**src/brdr_pkg.sv**
```systemverilog
package brdr_pkg;

   // Button count and per-button counter geometry
   localparam int BUTTONS    = 16;
   localparam int IDX_W      = $clog2(BUTTONS);
   localparam int CNT_W      = 16;
   localparam int DIV_CNT_W  = $clog2(CNT_W);
   localparam logic [CNT_W-1:0] HOLD_MAX = {CNT_W{1'b1}};

   typedef logic [BUTTONS-1:0] mask_type;
   typedef logic [CNT_W-1:0]   count_type;

   // Item kinds
   localparam logic KIND_TICK  = 1'b0;
   localparam logic KIND_CLEAR = 1'b1;

   // Register indexes
   localparam int CSR_IDX_W = 3;
   localparam logic [CSR_IDX_W-1:0] CSR_START_DELAY = 3'd0;
   localparam logic [CSR_IDX_W-1:0] CSR_PERIOD      = 3'd1;
   localparam logic [CSR_IDX_W-1:0] CSR_DOWN_MASK   = 3'd2;
   localparam logic [CSR_IDX_W-1:0] CSR_LEFT_MASK   = 3'd3;
   localparam logic [CSR_IDX_W-1:0] CSR_RIGHT_MASK  = 3'd4;
   localparam logic [CSR_IDX_W-1:0] CSR_UP_MASK     = 3'd5;

   // Register reset values
   localparam logic [15:0] RST_START_DELAY = 16'd20;
   localparam logic [15:0] RST_PERIOD      = 16'd5;
   localparam logic [15:0] RST_DOWN_MASK   = 16'd1;
   localparam logic [15:0] RST_LEFT_MASK   = 16'd2;
   localparam logic [15:0] RST_RIGHT_MASK  = 16'd4;
   localparam logic [15:0] RST_UP_MASK     = 16'd8;

   // Numpad direction codes
   typedef logic [3:0] dir_type;
   localparam dir_type DIR_NONE       = 4'd0;
   localparam dir_type DIR_DOWN_LEFT  = 4'd1;
   localparam dir_type DIR_DOWN       = 4'd2;
   localparam dir_type DIR_DOWN_RIGHT = 4'd3;
   localparam dir_type DIR_LEFT       = 4'd4;
   localparam dir_type DIR_RIGHT      = 4'd6;
   localparam dir_type DIR_UP_LEFT    = 4'd7;
   localparam dir_type DIR_UP         = 4'd8;
   localparam dir_type DIR_UP_RIGHT   = 4'd9;

endpackage

```
**src/button_repeat_and_direction_resolver_top.sv**
```systemverilog
// Channel   Direction  Handshake             Payload
// req_      in         req_valid/req_ready   req_kind, req_pressed_buttons
// rsp_      out        rsp_valid/rsp_ready   masks, rsp_dir_four, rsp_dir_eight
// csr_      in         csr_valid/csr_ready   csr_index, csr_data
//
// Steps: a tick item reads each button's press time from memory, then updates
// and writes it back; a button whose press time needs the repeat-period
// remainder then runs the bit-serial remainder unit. A finish step follows.
// A clear item zeroes the press-time memory, then finishes.
// Reset: a clearing pass zeroes the press-time memory; no item is taken
// meanwhile. Configuration writes are taken every cycle.
// Stalls: the result sits in an output register; a new item is taken while it
// waits, and only the finish cycle waits for the register to free.
module button_repeat_and_direction_resolver_top (
   input  logic        clock,
   input  logic        reset,
   input  logic        req_valid,
   output logic        req_ready,
   input  logic        req_kind,
   input  logic [15:0] req_pressed_buttons,
   output logic        rsp_valid,
   input  logic        rsp_ready,
   output logic [15:0] rsp_held_mask,
   output logic [15:0] rsp_triggered_mask,
   output logic [15:0] rsp_repeated_mask,
   output logic [15:0] rsp_released_mask,
   output logic [3:0]  rsp_dir_four,
   output logic [3:0]  rsp_dir_eight,
   input  logic        csr_valid,
   output logic        csr_ready,
   input  logic [2:0]  csr_index,
   input  logic [15:0] csr_data
);

   localparam logic [2:0] ST_INIT   = 3'd0;
   localparam logic [2:0] ST_IDLE   = 3'd1;
   localparam logic [2:0] ST_READ   = 3'd2;
   localparam logic [2:0] ST_UPDATE = 3'd3;
   localparam logic [2:0] ST_DIVIDE = 3'd4;
   localparam logic [2:0] ST_CLEAR  = 3'd5;
   localparam logic [2:0] ST_FINISH = 3'd6;

   // Control state
   logic [2:0]                       state_ff, state_in;
   logic [brdr_pkg::IDX_W-1:0]       idx_ff, idx_in;
   logic [brdr_pkg::DIV_CNT_W-1:0]   div_cnt_ff, div_cnt_in;
   logic                             rsp_valid_ff, rsp_valid_in;

   // Configuration
   logic [15:0] delay_ff, delay_in;
   logic [15:0] period_ff, period_in;
   logic [15:0] down_mask_ff, down_mask_in;
   logic [15:0] left_mask_ff, left_mask_in;
   logic [15:0] right_mask_ff, right_mask_in;
   logic [15:0] up_mask_ff, up_mask_in;

   // Per-item work registers
   brdr_pkg::mask_type  pressed_ff, pressed_in;
   brdr_pkg::mask_type  held_ff, held_in;
   brdr_pkg::mask_type  trig_ff, trig_in;
   brdr_pkg::mask_type  rep_ff, rep_in;
   brdr_pkg::mask_type  rel_ff, rel_in;
   brdr_pkg::count_type s2_ff, s2_in, s4_ff, s4_in, s6_ff, s6_in, s8_ff, s8_in;
   brdr_pkg::count_type t_ff, t_in;
   brdr_pkg::count_type rem_ff, rem_in;

   // Output register
   brdr_pkg::mask_type out_held_ff, out_held_in;
   brdr_pkg::mask_type out_trig_ff, out_trig_in;
   brdr_pkg::mask_type out_rep_ff, out_rep_in;
   brdr_pkg::mask_type out_rel_ff, out_rel_in;
   brdr_pkg::dir_type  out_d4_ff, out_d4_in;
   brdr_pkg::dir_type  out_d8_ff, out_d8_in;

   // Press-time memory
   brdr_pkg::count_type hold_mem [brdr_pkg::BUTTONS];
   brdr_pkg::count_type rdata_ff;
   logic                mem_we;
   brdr_pkg::count_type mem_wdata;

   // Datapath helpers
   logic                down;
   brdr_pkg::count_type t_new;
   logic                need_div;
   logic                last;
   logic [16:0]         step;
   brdr_pkg::count_type rem_step;
   brdr_pkg::dir_type   d4, d8;
   logic                nz2, nz4, nz6, nz8;

   assign req_ready = (state_ff == ST_IDLE);
   assign csr_ready = 1'b1;
   assign rsp_valid = rsp_valid_ff;
   assign rsp_held_mask      = out_held_ff;
   assign rsp_triggered_mask = out_trig_ff;
   assign rsp_repeated_mask  = out_rep_ff;
   assign rsp_released_mask  = out_rel_ff;
   assign rsp_dir_four       = out_d4_ff;
   assign rsp_dir_eight      = out_d8_ff;

   // Read every cycle at the sweep index; write back at the same index.
   always_ff @(posedge clock) begin
      if (mem_we) begin
         hold_mem[idx_ff] <= mem_wdata;
      end
      rdata_ff <= hold_mem[idx_ff];
   end

   // Next press time: count up to saturation while down, drop to zero on release.
   always_comb begin
      down = pressed_ff[idx_ff];
      if (!down) begin
         t_new = '0;
      end else if (rdata_ff == brdr_pkg::HOLD_MAX) begin
         t_new = rdata_ff;
      end else begin
         t_new = rdata_ff + brdr_pkg::count_type'(1);
      end
      need_div = (t_new > brdr_pkg::count_type'(1)) && (period_ff != '0) &&
                 (t_new >= delay_ff);
      last = (idx_ff == brdr_pkg::IDX_W'(brdr_pkg::BUTTONS - 1));
   end

   // One restoring remainder step: shift in the next bit of the press time.
   always_comb begin
      step = {rem_ff, t_ff[div_cnt_ff]};
      if (step >= {1'b0, period_ff}) begin
         rem_step = brdr_pkg::count_type'(step - {1'b0, period_ff});
      end else begin
         rem_step = step[15:0];
      end
   end

   // Direction resolve from the four group scores.
   always_comb begin
      nz2 = (s2_ff != '0);
      nz4 = (s4_ff != '0);
      nz6 = (s6_ff != '0);
      nz8 = (s8_ff != '0);
      d4  = brdr_pkg::DIR_NONE;
      d8  = brdr_pkg::DIR_NONE;
      if (!(nz2 && nz8) && !(nz4 && nz6)) begin
         // Shortest non-zero press wins; ties go to the lower code.
         if (nz2) begin
            d4 = brdr_pkg::DIR_DOWN;
         end
         if (nz4 && (!nz2 || s4_ff < s2_ff)) begin
            d4 = brdr_pkg::DIR_LEFT;
         end
         if (nz6 && (!nz2 || s6_ff < s2_ff) && (!nz4 || s6_ff < s4_ff)) begin
            d4 = brdr_pkg::DIR_RIGHT;
         end
         if (nz8 && (!nz4 || s8_ff < s4_ff) && (!nz6 || s8_ff < s6_ff)) begin
            d4 = brdr_pkg::DIR_UP;
         end
         // Diagonal priority: up-right, up-left, down-right, down-left.
         if (nz8 && nz6) begin
            d8 = brdr_pkg::DIR_UP_RIGHT;
         end else if (nz8 && nz4) begin
            d8 = brdr_pkg::DIR_UP_LEFT;
         end else if (nz2 && nz6) begin
            d8 = brdr_pkg::DIR_DOWN_RIGHT;
         end else if (nz2 && nz4) begin
            d8 = brdr_pkg::DIR_DOWN_LEFT;
         end else begin
            d8 = d4;
         end
      end
   end

   always_comb begin
      state_in      = state_ff;
      idx_in        = idx_ff;
      div_cnt_in    = div_cnt_ff;
      rsp_valid_in  = rsp_valid_ff;
      delay_in      = delay_ff;
      period_in     = period_ff;
      down_mask_in  = down_mask_ff;
      left_mask_in  = left_mask_ff;
      right_mask_in = right_mask_ff;
      up_mask_in    = up_mask_ff;
      pressed_in    = pressed_ff;
      held_in       = held_ff;
      trig_in       = trig_ff;
      rep_in        = rep_ff;
      rel_in        = rel_ff;
      s2_in         = s2_ff;
      s4_in         = s4_ff;
      s6_in         = s6_ff;
      s8_in         = s8_ff;
      t_in          = t_ff;
      rem_in        = rem_ff;
      out_held_in   = out_held_ff;
      out_trig_in   = out_trig_ff;
      out_rep_in    = out_rep_ff;
      out_rel_in    = out_rel_ff;
      out_d4_in     = out_d4_ff;
      out_d8_in     = out_d8_ff;
      mem_we        = 1'b0;
      mem_wdata     = '0;

      // Configuration writes
      if (csr_valid) begin
         case (csr_index)
            brdr_pkg::CSR_START_DELAY: delay_in      = csr_data;
            brdr_pkg::CSR_PERIOD:      period_in     = csr_data;
            brdr_pkg::CSR_DOWN_MASK:   down_mask_in  = csr_data;
            brdr_pkg::CSR_LEFT_MASK:   left_mask_in  = csr_data;
            brdr_pkg::CSR_RIGHT_MASK:  right_mask_in = csr_data;
            brdr_pkg::CSR_UP_MASK:     up_mask_in    = csr_data;
            default: ;
         endcase
      end

      // Drop the result once taken
      if (rsp_valid_ff && rsp_ready) begin
         rsp_valid_in = 1'b0;
      end

      unique case (state_ff) inside
         ST_INIT, ST_CLEAR: begin
            // Zero one counter per cycle
            mem_we = 1'b1;
            idx_in = idx_ff + brdr_pkg::IDX_W'(1);
            if (last) begin
               idx_in   = '0;
               state_in = (state_ff == ST_INIT) ? ST_IDLE : ST_FINISH;
            end
         end
         ST_IDLE: begin
            if (req_valid) begin
               pressed_in = req_pressed_buttons;
               held_in    = '0;
               trig_in    = '0;
               rep_in     = '0;
               rel_in     = '0;
               s2_in      = '0;
               s4_in      = '0;
               s6_in      = '0;
               s8_in      = '0;
               idx_in     = '0;
               state_in   = (req_kind == brdr_pkg::KIND_CLEAR) ? ST_CLEAR : ST_READ;
            end
         end
         ST_READ: begin
            state_in = ST_UPDATE;
         end
         ST_UPDATE: begin
            mem_we          = 1'b1;
            mem_wdata       = t_new;
            t_in            = t_new;
            held_in[idx_ff] = (t_new != '0);
            trig_in[idx_ff] = (t_new == brdr_pkg::count_type'(1));
            rep_in[idx_ff]  = (t_new == brdr_pkg::count_type'(1));
            rel_in[idx_ff]  = !down && (rdata_ff != '0);
            if (down_mask_ff[idx_ff] && t_new > s2_ff) begin
               s2_in = t_new;
            end
            if (left_mask_ff[idx_ff] && t_new > s4_ff) begin
               s4_in = t_new;
            end
            if (right_mask_ff[idx_ff] && t_new > s6_ff) begin
               s6_in = t_new;
            end
            if (up_mask_ff[idx_ff] && t_new > s8_ff) begin
               s8_in = t_new;
            end
            if (need_div) begin
               rem_in     = '0;
               div_cnt_in = brdr_pkg::DIV_CNT_W'(brdr_pkg::CNT_W - 1);
               state_in   = ST_DIVIDE;
            end else if (last) begin
               idx_in   = '0;
               state_in = ST_FINISH;
            end else begin
               idx_in   = idx_ff + brdr_pkg::IDX_W'(1);
               state_in = ST_READ;
            end
         end
         ST_DIVIDE: begin
            rem_in     = rem_step;
            div_cnt_in = div_cnt_ff - brdr_pkg::DIV_CNT_W'(1);
            if (div_cnt_ff == '0) begin
               rep_in[idx_ff] = (rem_step == '0);
               if (last) begin
                  idx_in   = '0;
                  state_in = ST_FINISH;
               end else begin
                  idx_in   = idx_ff + brdr_pkg::IDX_W'(1);
                  state_in = ST_READ;
               end
            end
         end
         ST_FINISH: begin
            // Hold until the output register is free
            if (!rsp_valid_ff || rsp_ready) begin
               out_held_in  = held_ff;
               out_trig_in  = trig_ff;
               out_rep_in   = rep_ff;
               out_rel_in   = rel_ff;
               out_d4_in    = d4;
               out_d8_in    = d8;
               rsp_valid_in = 1'b1;
               state_in     = ST_IDLE;
            end
         end
         default: begin
            state_in = ST_IDLE;
         end
      endcase
   end

   always_ff @(posedge clock) begin
      if (reset) begin
         state_ff      <= ST_INIT;
         idx_ff        <= '0;
         div_cnt_ff    <= '0;
         rsp_valid_ff  <= 1'b0;
         delay_ff      <= brdr_pkg::RST_START_DELAY;
         period_ff     <= brdr_pkg::RST_PERIOD;
         down_mask_ff  <= brdr_pkg::RST_DOWN_MASK;
         left_mask_ff  <= brdr_pkg::RST_LEFT_MASK;
         right_mask_ff <= brdr_pkg::RST_RIGHT_MASK;
         up_mask_ff    <= brdr_pkg::RST_UP_MASK;
      end else begin
         state_ff      <= state_in;
         idx_ff        <= idx_in;
         div_cnt_ff    <= div_cnt_in;
         rsp_valid_ff  <= rsp_valid_in;
         delay_ff      <= delay_in;
         period_ff     <= period_in;
         down_mask_ff  <= down_mask_in;
         left_mask_ff  <= left_mask_in;
         right_mask_ff <= right_mask_in;
         up_mask_ff    <= up_mask_in;
      end
   end

   always_ff @(posedge clock) begin
      pressed_ff  <= pressed_in;
      held_ff     <= held_in;
      trig_ff     <= trig_in;
      rep_ff      <= rep_in;
      rel_ff      <= rel_in;
      s2_ff       <= s2_in;
      s4_ff       <= s4_in;
      s6_ff       <= s6_in;
      s8_ff       <= s8_in;
      t_ff        <= t_in;
      rem_ff      <= rem_in;
      out_held_ff <= out_held_in;
      out_trig_ff <= out_trig_in;
      out_rep_ff  <= out_rep_in;
      out_rel_ff  <= out_rel_in;
      out_d4_ff   <= out_d4_in;
      out_d8_ff   <= out_d8_in;
   end

endmodule

```
**config.mk**
```make
export PLATFORM = sky130hd
export DESIGN_NAME = button_repeat_and_direction_resolver_top
export DESIGN_NICKNAME = d
export VERILOG_FILES = /design/src/brdr_pkg.sv /design/src/button_repeat_and_direction_resolver_top.sv
export SDC_FILE = /design/constraint.sdc
export NUM_CORES = 1
export LEC_CHECK = 0
export BUFFER_PORTS_ARGS = -buffer_cell sky130_fd_sc_hd__buf_4
export CORE_MARGIN = 2
export CORE_UTILIZATION = 45
export DETAILED_ROUTE_END_ITERATION = 6
export GPL_TIMING_DRIVEN = 0
export HOLD_SLACK_MARGIN = 0.12
export SYNTH_ARGS = -nofsm -noshare
export SYNTH_HDL_FRONTEND = slang
export SYNTH_SLANG_ARGS = --single-unit
```
**constraint.sdc**
```tcl
create_clock -name clock -period 8.35 [get_ports clock]
set_input_delay 0.835 -clock clock [delete_from_list [all_inputs] [get_ports clock]]
set_output_delay 0.835 -clock clock [all_outputs]
set_load 0.05 [all_outputs]
```
After elaboration in Yosys (flattened, before gate mapping)
Memories as Yosys holds them, arrays and structs flattened. A register that Yosys moved wholly into a read port is not among the register bits.
Cells that the tools add are included.
{"block": "word_totals", "output_inout_bits": 75, "input_bits": 41, "mem_count": 1, "ramBits": 256, "reg_bits": 356}
{"block": "classes", "mux": 69, "magnitude_cmp": 15, "bitwise": 1, "n_eq_ne": 24, "n_reduce_logical": 69, "addsub": 4}
{"memory": "hold_mem", "depth": 16, "word_bits": 16, "read_ports": 1, "rd_ports_with_merged_regs": 1, "wr": 1, "line_no": "button_repeat_and_direction_resolver_top.sv:76", "rtl": "brdr_pkg::count_type hold_mem [brdr_pkg::BUTTONS];"}
{"cell": "one-hot mux 16 bit (2 select lines)", "count": 8}
{"cell": "two-way mux 16 bit", "count": 11}
{"cell": "nonzero test 16 bit", "count": 7}
{"cell": "bitwise mux 16 bit", "count": 5}
{"cell": "less-than comparator 16 bit", "count": 5}
{"cell": "> comparator 16 bit", "count": 4}
{"cell": "two-way mux 4 bit", "count": 12}
{"cell": "one-hot mux 16 bit (3 select lines)", "count": 1}
{"cell": "binary-select mux 1 bit (select 4 bit)", "count": 6}
{"cell": "two-way mux 3 bit", "count": 8}
{"cell": "logical AND 1 bit", "count": 21}
{"cell": "AND reduction 2 bit", "count": 10}
{"cell": "one-hot mux 3 bit (6 select lines)", "count": 1}
{"cell": "greater-or-equal comparator 17 x 16 -> 1 bit", "count": 1}
{"cell": "adder 16 x 1 -> 16 bit (second input constant)", "count": 1}
{"cell": "equality test 16 x 1 -> 1 bit (second input constant)", "count": 1}
{"cell": "equality test 16 bit (second input constant)", "count": 1}
{"cell": "greater-or-equal comparator 16 bit", "count": 1}
{"cell": "> comparator 16 x 1 -> 1 bit (second input constant)", "count": 1}
{"cell": "zero test 16 bit", "count": 1}
{"cell": "one-hot mux 4 bit (4 select lines)", "count": 1}
{"cell": "subtractor 16 bit", "count": 1}
{"cell": "equality test 3 bit (second input constant)", "count": 5}
{"cell": "AND reduction 3 bit", "count": 5}
{"cell": "other kinds (24)", "count": 64}

Logic depth before layout (Yosys ltp)
Gate-level depths: netlist of run 1.
{"block": "logic_depth", "word_depth": 11, "mapped_depth": 18, "depth_no_buf": 16}

Worst setup path after synthesis of run 1
Ideal clock, no wire load.
{"block": "synth_timing", "path_type": "input to register", "from": "input rsp_ready", "to": "register out_d8_ff[0], in the netlist rsp_dir_eight[0], enable pin", "setup_time_ns": 0.588, "slack_ns": 2.000, "required_time_ns": 7.762, "path_stages": 2, "path_buffers": 0, "arrival_time_ns": 5.762, "cell_sequence": "nor2b_1 > nor3_1"}
{"block": "synth_between", "elab_chain_len": 2}
{"item": "start: declaration", "line_no": "button_repeat_and_direction_resolver_top.sv:22", "rtl": "input logic rsp_ready,"}
{"item": "logical OR 1 bit", "line_no": "button_repeat_and_direction_resolver_top.sv:296", "rtl": "if (!rsp_valid_ff || rsp_ready) begin"}
{"item": "AND reduction 2 bit (no line)"}
{"item": "end signal: assignment", "line_no": "button_repeat_and_direction_resolver_top.sv:356", "rtl": "out_d8_ff <= out_d8_in;"}
{"item": "end: declaration", "line_no": "button_repeat_and_direction_resolver_top.sv:73", "rtl": "brdr_pkg::dir_type out_d8_ff, out_d8_in;"}
Every way passes these cells.
A chain may end at the register's enable or synchronous reset.

Worst setup path after layout of run 1
{"block": "layout_timing", "from": "register idx_ff[1] in the netlist's numbering", "to": "register rem_ff[8], enable pin"}
{"block": "layout_between", "elab_chain_len": 8, "word_cells_on_any_way": 9}
{"item": "start: declaration", "line_no": "button_repeat_and_direction_resolver_top.sv:45", "rtl": "logic [brdr_pkg::IDX_W-1:0] idx_ff, idx_in;"}
{"item": "start signal: assignment", "line_no": "button_repeat_and_direction_resolver_top.sv:327", "rtl": "idx_ff <= idx_in;"}
{"item": "binary-select mux 1 bit (select 4 bit) *", "line_no": "button_repeat_and_direction_resolver_top.sv:111", "rtl": "down = pressed_ff[idx_ff];"}
{"item": "two-way mux 1 bit (implied by the code) *", "line_no": "button_repeat_and_direction_resolver_top.sv:111"}
{"item": "two-way mux 16 bit *", "line_no": "button_repeat_and_direction_resolver_top.sv:112", "rtl": "if (!down) begin"}
{"item": "via t_new[11]", "line_no": "button_repeat_and_direction_resolver_top.sv:83", "rtl": "brdr_pkg::count_type t_new;"}
{"item": "> comparator 16 x 1 -> 1 bit", "line_no": "button_repeat_and_direction_resolver_top.sv:119", "rtl": "need_div = (t_new > brdr_pkg::count_type'(1)) && (period_ff != '0) &&"}
{"item": "logical AND 1 bit", "line_no": "button_repeat_and_direction_resolver_top.sv:119"}
{"item": "logical AND 1 bit *", "line_no": "button_repeat_and_direction_resolver_top.sv:119"}
{"item": "!= test 2 bit (no line) *"}
{"item": "AND reduction 2 bit (no line) *"}
{"item": "end signal: assignment", "line_no": "button_repeat_and_direction_resolver_top.sv:350", "rtl": "rem_ff <= rem_in;"}
{"item": "end: declaration", "line_no": "button_repeat_and_direction_resolver_top.sv:65", "rtl": "brdr_pkg::count_type rem_ff, rem_in;"}
The timed path passes the listed nets; every way through them passes the cells marked *. The select of a mux whose other input is x is not followed.

==> run metrics, run 1 <==
first-pass iteration count of the detailed router=5; GRT overflow=0; Fmax achieved=roughly 0.17 GHz; largest net degree at the start of global routing=50; share of the synthesized area in the top cell type=0.514; Synth Instances=2293; number of global-route vias before repair=approximately 20000; CTS tree=yes; register area=17600 um^2; Req. time, crit path=roughly 8600 ps; TNS Setup=0 ps; Synth warnings=0; area grow syn2layout=16.8%; LEAKAGE=12.0 nW; Final Hold Fails=0; top cells by area, synth=edfxtp_1 51%, dfxtp_1 8.4%, mux4_2 8.4%; Seq/Total Area, Yosys=0.598; Antenna Cells=0; Most flops, register=hold_mem; Tmin final=6000 ps; Sink Count=627; Initial Util=0.456; Final #Nets=2726; Clock Pin Slew Worst Setup and Hold Paths=around 60 ps; setup ws final=roughly 2400 ps; max-cap violation count=0; vias=about 20000; #FFs+latches synth=roughly 630; Syn Nets=between 2000 and 3000; synth unique cells=77; Clock Tree Buf Depth=3; run status=finished, final reports clean; Root Driver=clkbuf_16; initial antenna violation count=1; gpl congestion=between 0.9 and 1; placed instance count=3293; Yosys top cell by area=edfxtp_1; multi-input logic area=11100 um^2; max FFs per register=256; Worst Hold Class=in2reg; Place WS=~2400 ps; Mapped Avg Cell Area=12.8 um^2; layout cells sized above 1=0.170; post-DP HPWL=58600 um; pwr dens=290 nW/um^2; Total GRT Usage=0.242; port bufs=approximately 110; Worst Setup Path Type=reg2reg; routed len/inst=roughly 24 um; Inserted Clock Buffers=70; IO Pins=116; EDFF count, synth=between 500 and 600; DRC Markers=0; clock latency on the worst-skew pair=approximately 630 ps; Setup-failing EPs final=0; Slew Limit Fails=0; first-pass GRT wire length=roughly 120000 um; Post-Syn Area=a little under 30000 um^2; # fillers=around 5400; non-filler cells, final=about 3400; Hold Buf Count CTS=0; CP Capture Type=flop; drt total wl=around 81000 um; initial DRC count=about 1900; dominant synthesized flop cell=edfxtp_1; crit-path max FO=16; Slew headroom=0.102; ys async rst share=0; die width=approximately 260 um; FP Rows=93; vias per inst=a little under 6; die area=between 60000 and 70000 um^2; core region area=around 64000 um^2; final worst-path cycle share=0.718; Worst-Margin Slew=roughly 1300 ps; Clock Skew=between 40 and 50 ps; H-tree levels=3; Worst Setup Start Kind=flop; Worst Path Arrival=between 6000 and 7000 ps; count of antenna-violating nets left after detailed routing=0; Die H=around 260 um; final core occ=0.532; peak supply drop=between 0.00015 and 0.0002 V; post_cts resized=0; Pwr Total=a little under 10 mW; unrepaired setup endpoints after global routing=no; postcts setup bufs=0
[cells in the final DEF (no fill, tap or decap), types with 17 or more instances in the layout]
| master | netlist | final |
|---|---|---|
| mux2i_1 | 22 | 22 |
| nor2_2 | 0 | 32 |
| o21ai_0 | 48 | 48 |
| nand2_1 | 278 | 278 |
| nor3_1 | 31 | 30 |
| buf_4 | 3 | 114 |
| xnor2_1 | 17 | 17 |
| inv_1 | 110 | 110 |
| edfxtp_1 | 503 | 503 |
| clkbuf_1 | 86 | 99 |
| clkbuf_16 | 0 | 72 |
| a21oi_1 | 224 | 224 |
| nand4_1 | 31 | 31 |
| nand3_1 | 52 | 52 |
| ha_1 | 174 | 174 |
| or3_1 | 23 | 23 |
| mux4_2 | 109 | 109 |
| dfxtp_1 | 124 | 124 |
| a21o_1 | 51 | 51 |
| nor2_1 | 135 | 103 |
| buf_8 | 0 | 25 |
| nor4_1 | 31 | 31 |
[cell type report]
type / instances / area share
Clock inverter: 32 / 0.0122
Multi-Input combinational cell: 1451 / 0.322
Sequential cell: 627 / 0.512
Buffer: 104 / 0.0121
Inverter: 111 / 0.0122
Timing Repair Buffer: 145 / 0.0391
Clock buffer: 98 / 0.0585
Tap cell: 855 / 0.0312
[final timing paths]
kind                           from               to  slack [ps]  cells after the start
max reg2reg               idx_ff[1]        rem_ff[8]        2350                     14
min reg2reg         down_mask_ff[6]  down_mask_ff[6]         450                      2
max                       idx_ff[1]        rem_ff[8]        2350                     14
min          req_pressed_buttons[7]    pressed_ff[7]         380                      1
[power by group]
part	switching [mW]	leakage (nW)	internal, mW
registers	0.221	5.38	3.76
clock network	1.29	1.18	1.89
logic	1.73	5.45	1.05
[Yosys cell counts, drive strengths merged, types with 12 or more instances]
library cell / count
dfxtp: 124
a311oi: 14
a211oi: 16
and3: 12
nand2: 279
ha: 174
nor3: 33
a31oi: 14
inv: 111
xnor2: 17
buf: 18
a21oi: 224
nor4: 31
nand2b: 14
mux4: 109
clkbuf: 86
nor2b: 16
a21o: 51
o21ai: 65
mux2i: 22
or3: 23
nor2: 135
edfxtp: 503
nand3: 52
nand4: 32
[critical path: stages, from the launching register on]
cell and delay [ps]:
dfxtp_1 360, clkbuf_1 530, mux4_2 460, mux2_2 290, o21ai_1 640, clkbuf_1 390
nor2_1 330, ha_1 390, nand4_1 90, or2_2 290, o221ai_1 280, nor2_1 110
nor3_1 370, nand3_1 360, nand2_1 710
[layer usage]
metal	up-vias	track usage	share of wire
li1	9119	-	-
met1	10100	0.337	0.44
met2	726	0.388	0.47
met3	142	0.0335	0.062
met4	0	0.0867	0.030
met5	-	0	0
[through the flow]
stage / instance area (um^2) / hold WS (ps)
after global routing: 34300 / 364
after floorplan: 29400 / 417
after detailed placement: 31900 / 442
after CTS: 34300 / 344
final: 34300 / 383
after global placement: 31300 / 437
[cell families (layout without fill, tap and decap cells)]
kind of cell    after synthesis  count (layout)  synth area share
compound gates              446             446            0.0918
other cells                   2               2          0.000256
buf+inv                     215             490            0.0283
simple gates                668             668             0.106
xor+xnor                     22              22           0.00656
flops                       627             627             0.598
mux                         133             133            0.0918
fa+ha+maj                   180             180            0.0766
No activity file was read; power rests on OpenSTA's default activity.
==> inputs of run 2 (changes only) <==
==> constraint.sdc (replaced) <==
create_clock -name clock -period 5.9 [get_ports clock]
set_input_delay 0.59 -clock clock [delete_from_list [all_inputs] [get_ports clock]]
set_output_delay 0.59 -clock clock [all_outputs]
set_load 0.05 [all_outputs]
==> run 2 against run 1 <==
Die area unchanged. Total power increased by 40%. Count of clock-buffer cells in the layout decreased by 13. Final cell count decreased by 0.29%. Wire length decreased by 0.83%. Highest routed layer unchanged.
==> run metrics, run 2 (synthesized netlist as in run 1, its figures left out) <==
run status=finished, final reports clean; Hold WS=155 ps (-228 ps); Place WS=-204 ps (-2640 ps); port bufs=111 (unchanged); CP Buf/Inv Count=2 (unchanged); core region area=64500 um^2 (unchanged); initial antenna violation count=1 (unchanged); Worst Setup Start Kind=flop; Inserted Clock Buffers=69 (-1.4%); CP most frequent cell=nor2_1; Final #Nets=2721 (-0.18%); Hold Buf Count CTS=0 (unchanged); number of global-route vias before repair=19800 (+0.32%); Worst Hold Class=in2reg; post-DP HPWL=58400 um (-0.25%); slowest stage cell, crit path=mux4_2; Slew Limit Fails=0 (unchanged); final core occ=0.530 (-0.00219); Total GRT Usage=0.240 (-0.00151); max-cap violation count=0 (unchanged); Root Driver=clkbuf_16; die width=260 um (unchanged); vias=19900 (-0.88%); commonest non-fill, non-tap cell in the layout=edfxtp_1; Clock Pin Slew Worst Setup and Hold Paths=60 ps (about the same); Setup-failing EPs final=0 (unchanged); layout cells sized above 1=0.169 (-0.00123); Req. time, crit path=6190 ps (-2400 ps); clock latency on the worst-skew pair=610 ps (-20 ps); Most flops, register=hold_mem; unrepaired setup endpoints after global routing=no; Clock Tree Buf Depth=3 (unchanged); H-tree levels=3 (unchanged); die area=67400 um^2 (unchanged); Slew headroom=0.156 (+0.0532); first-pass GRT wire length=121000 um (-0.42%); CP cell instances=buf_4 -> mux4_2 -> mux2_2 -> o21ai_2 -> clkbuf_1 -> nor2_1 -> ha_1 -> nand4_1 -> or2_2 -> o221ai_1 -> nor2_1 -> nor3_1 -> nand3_1 -> nand2_4; pwr dens=407 nW/um^2 (+40%); IO Pins=116 (unchanged); LEAKAGE=12.0 nW (-0.55%); peak supply drop=0.000236 V (+30%); largest net degree at the start of global routing=50 (unchanged); Die H=260 um (unchanged); final worst-path cycle share=0.929 (+0.211); DRC Markers=0 (unchanged); routed len/inst=23.5 um (-0.54%); count of antenna-violating nets left after detailed routing=0 (unchanged); Worst Path Arrival=5780 ps (-460 ps); slowest stage delay, CP=660 ps (-50 ps); Final Hold Fails=0 (unchanged); CP Capture Type=flop; Sink Count=627 (unchanged); Crit path max-delay family=simple AND/OR/NAND/NOR gates; Clock Skew=18.8 ps (-30.6 ps); postcts setup bufs=0 (unchanged); initial DRC count=1522 (-19%); crit-path max FO=16 (unchanged); max FFs per register=256 (unchanged); area grow syn2layout=16.3%; Fmax achieved=0.182 GHz (+9.4%); FP Rows=93 (unchanged); vias per inst=5.84 (-0.59%); CTS tree=yes; gpl congestion=0.926 (+1.5%); GRT overflow=0 (unchanged); Initial Util=0.456 (unchanged); Worst Setup Path Type=reg2reg; leading cell types in the layout, fill and taps excluded=503 x edfxtp_1, 277 x nand2_1, 224 x a21oi_1, 174 x ha_1, 124 x dfxtp_1; Tmin final=5480 ps (-514 ps); drt total wl=80300 um (-0.83%); first-pass iteration count of the detailed router=7 (+2); Worst-Margin Slew=1270 ps (-74.8 ps); setup ws final=416 ps (-1940 ps)
## run 2: cell count changes in the layout (fill, tap and decap cells not counted), sizes merged
cell	before	now
buf	163	159
bufinv	6	7
clkbuf	184	171
clkinv	23	25
diode	0	1
inv	113	116
## run 2: what timing repair did
item,CTS,global route
endpoints found under the hold margin,0,0
endpoints found under the setup margin,16,17
gates resized for setup,1,5
pin swaps,0,0
## run 2: final timing paths
kind | depth (start not counted) | to | from | slack [ps]
max | 14 | rem_ff[9] | idx_ff[0] | 420
min reg2reg | 0 | rsp_triggered_mask[12] | trig_ff[12] | 450
max reg2reg | 14 | rem_ff[9] | idx_ff[0] | 420
min | 1 | pressed_ff[12] | req_pressed_buttons[12] | 160
## run 2: final cells by class
cell class | count | area (um^2)
Fill cell | 5462 | 30300
Multi-Input combinational cell | 1451 | 11100
Timing Repair Buffer | 141 | 1330
Antenna cell | 1 | 2.50
Buffer | 104 | 415
Tap cell | 855 | 1070
Inverter | 111 | 419
Clock inverter | 38 | 384
Sequential cell | 627 | 17600
Clock buffer | 85 | 1900
## run 2: power breakdown
part | switching [mW] | internal [mW]
logic | 2.42 | 1.49
clock network | 1.76 | 2.60
registers | 0.303 | 5.32
## run 2: stage by stage
step | cell area, um^2 | TNS, ps | power [mW] | instances
global route | 34200 | 0 | 14.6 | 3412
finish | 34200 | 0 | 13.9 | 3413
CTS | 34100 | 0 | 14.0 | 3411
global placement | 31300 | -7620 | 9.43 | 3259
detailed placement | 31900 | -3230 | 9.60 | 3288
floorplan | 29400 | 0 | 8.24 | 2293
## run 2: routing by layer
layer,vias up,GRT usage,part of all wire
li1,9139,-,-
met1,9952,0.332,0.44
met2,676,0.385,0.47
met3,172,0.0349,0.057
met4,0,0.0936,0.037
met5,-,0,0
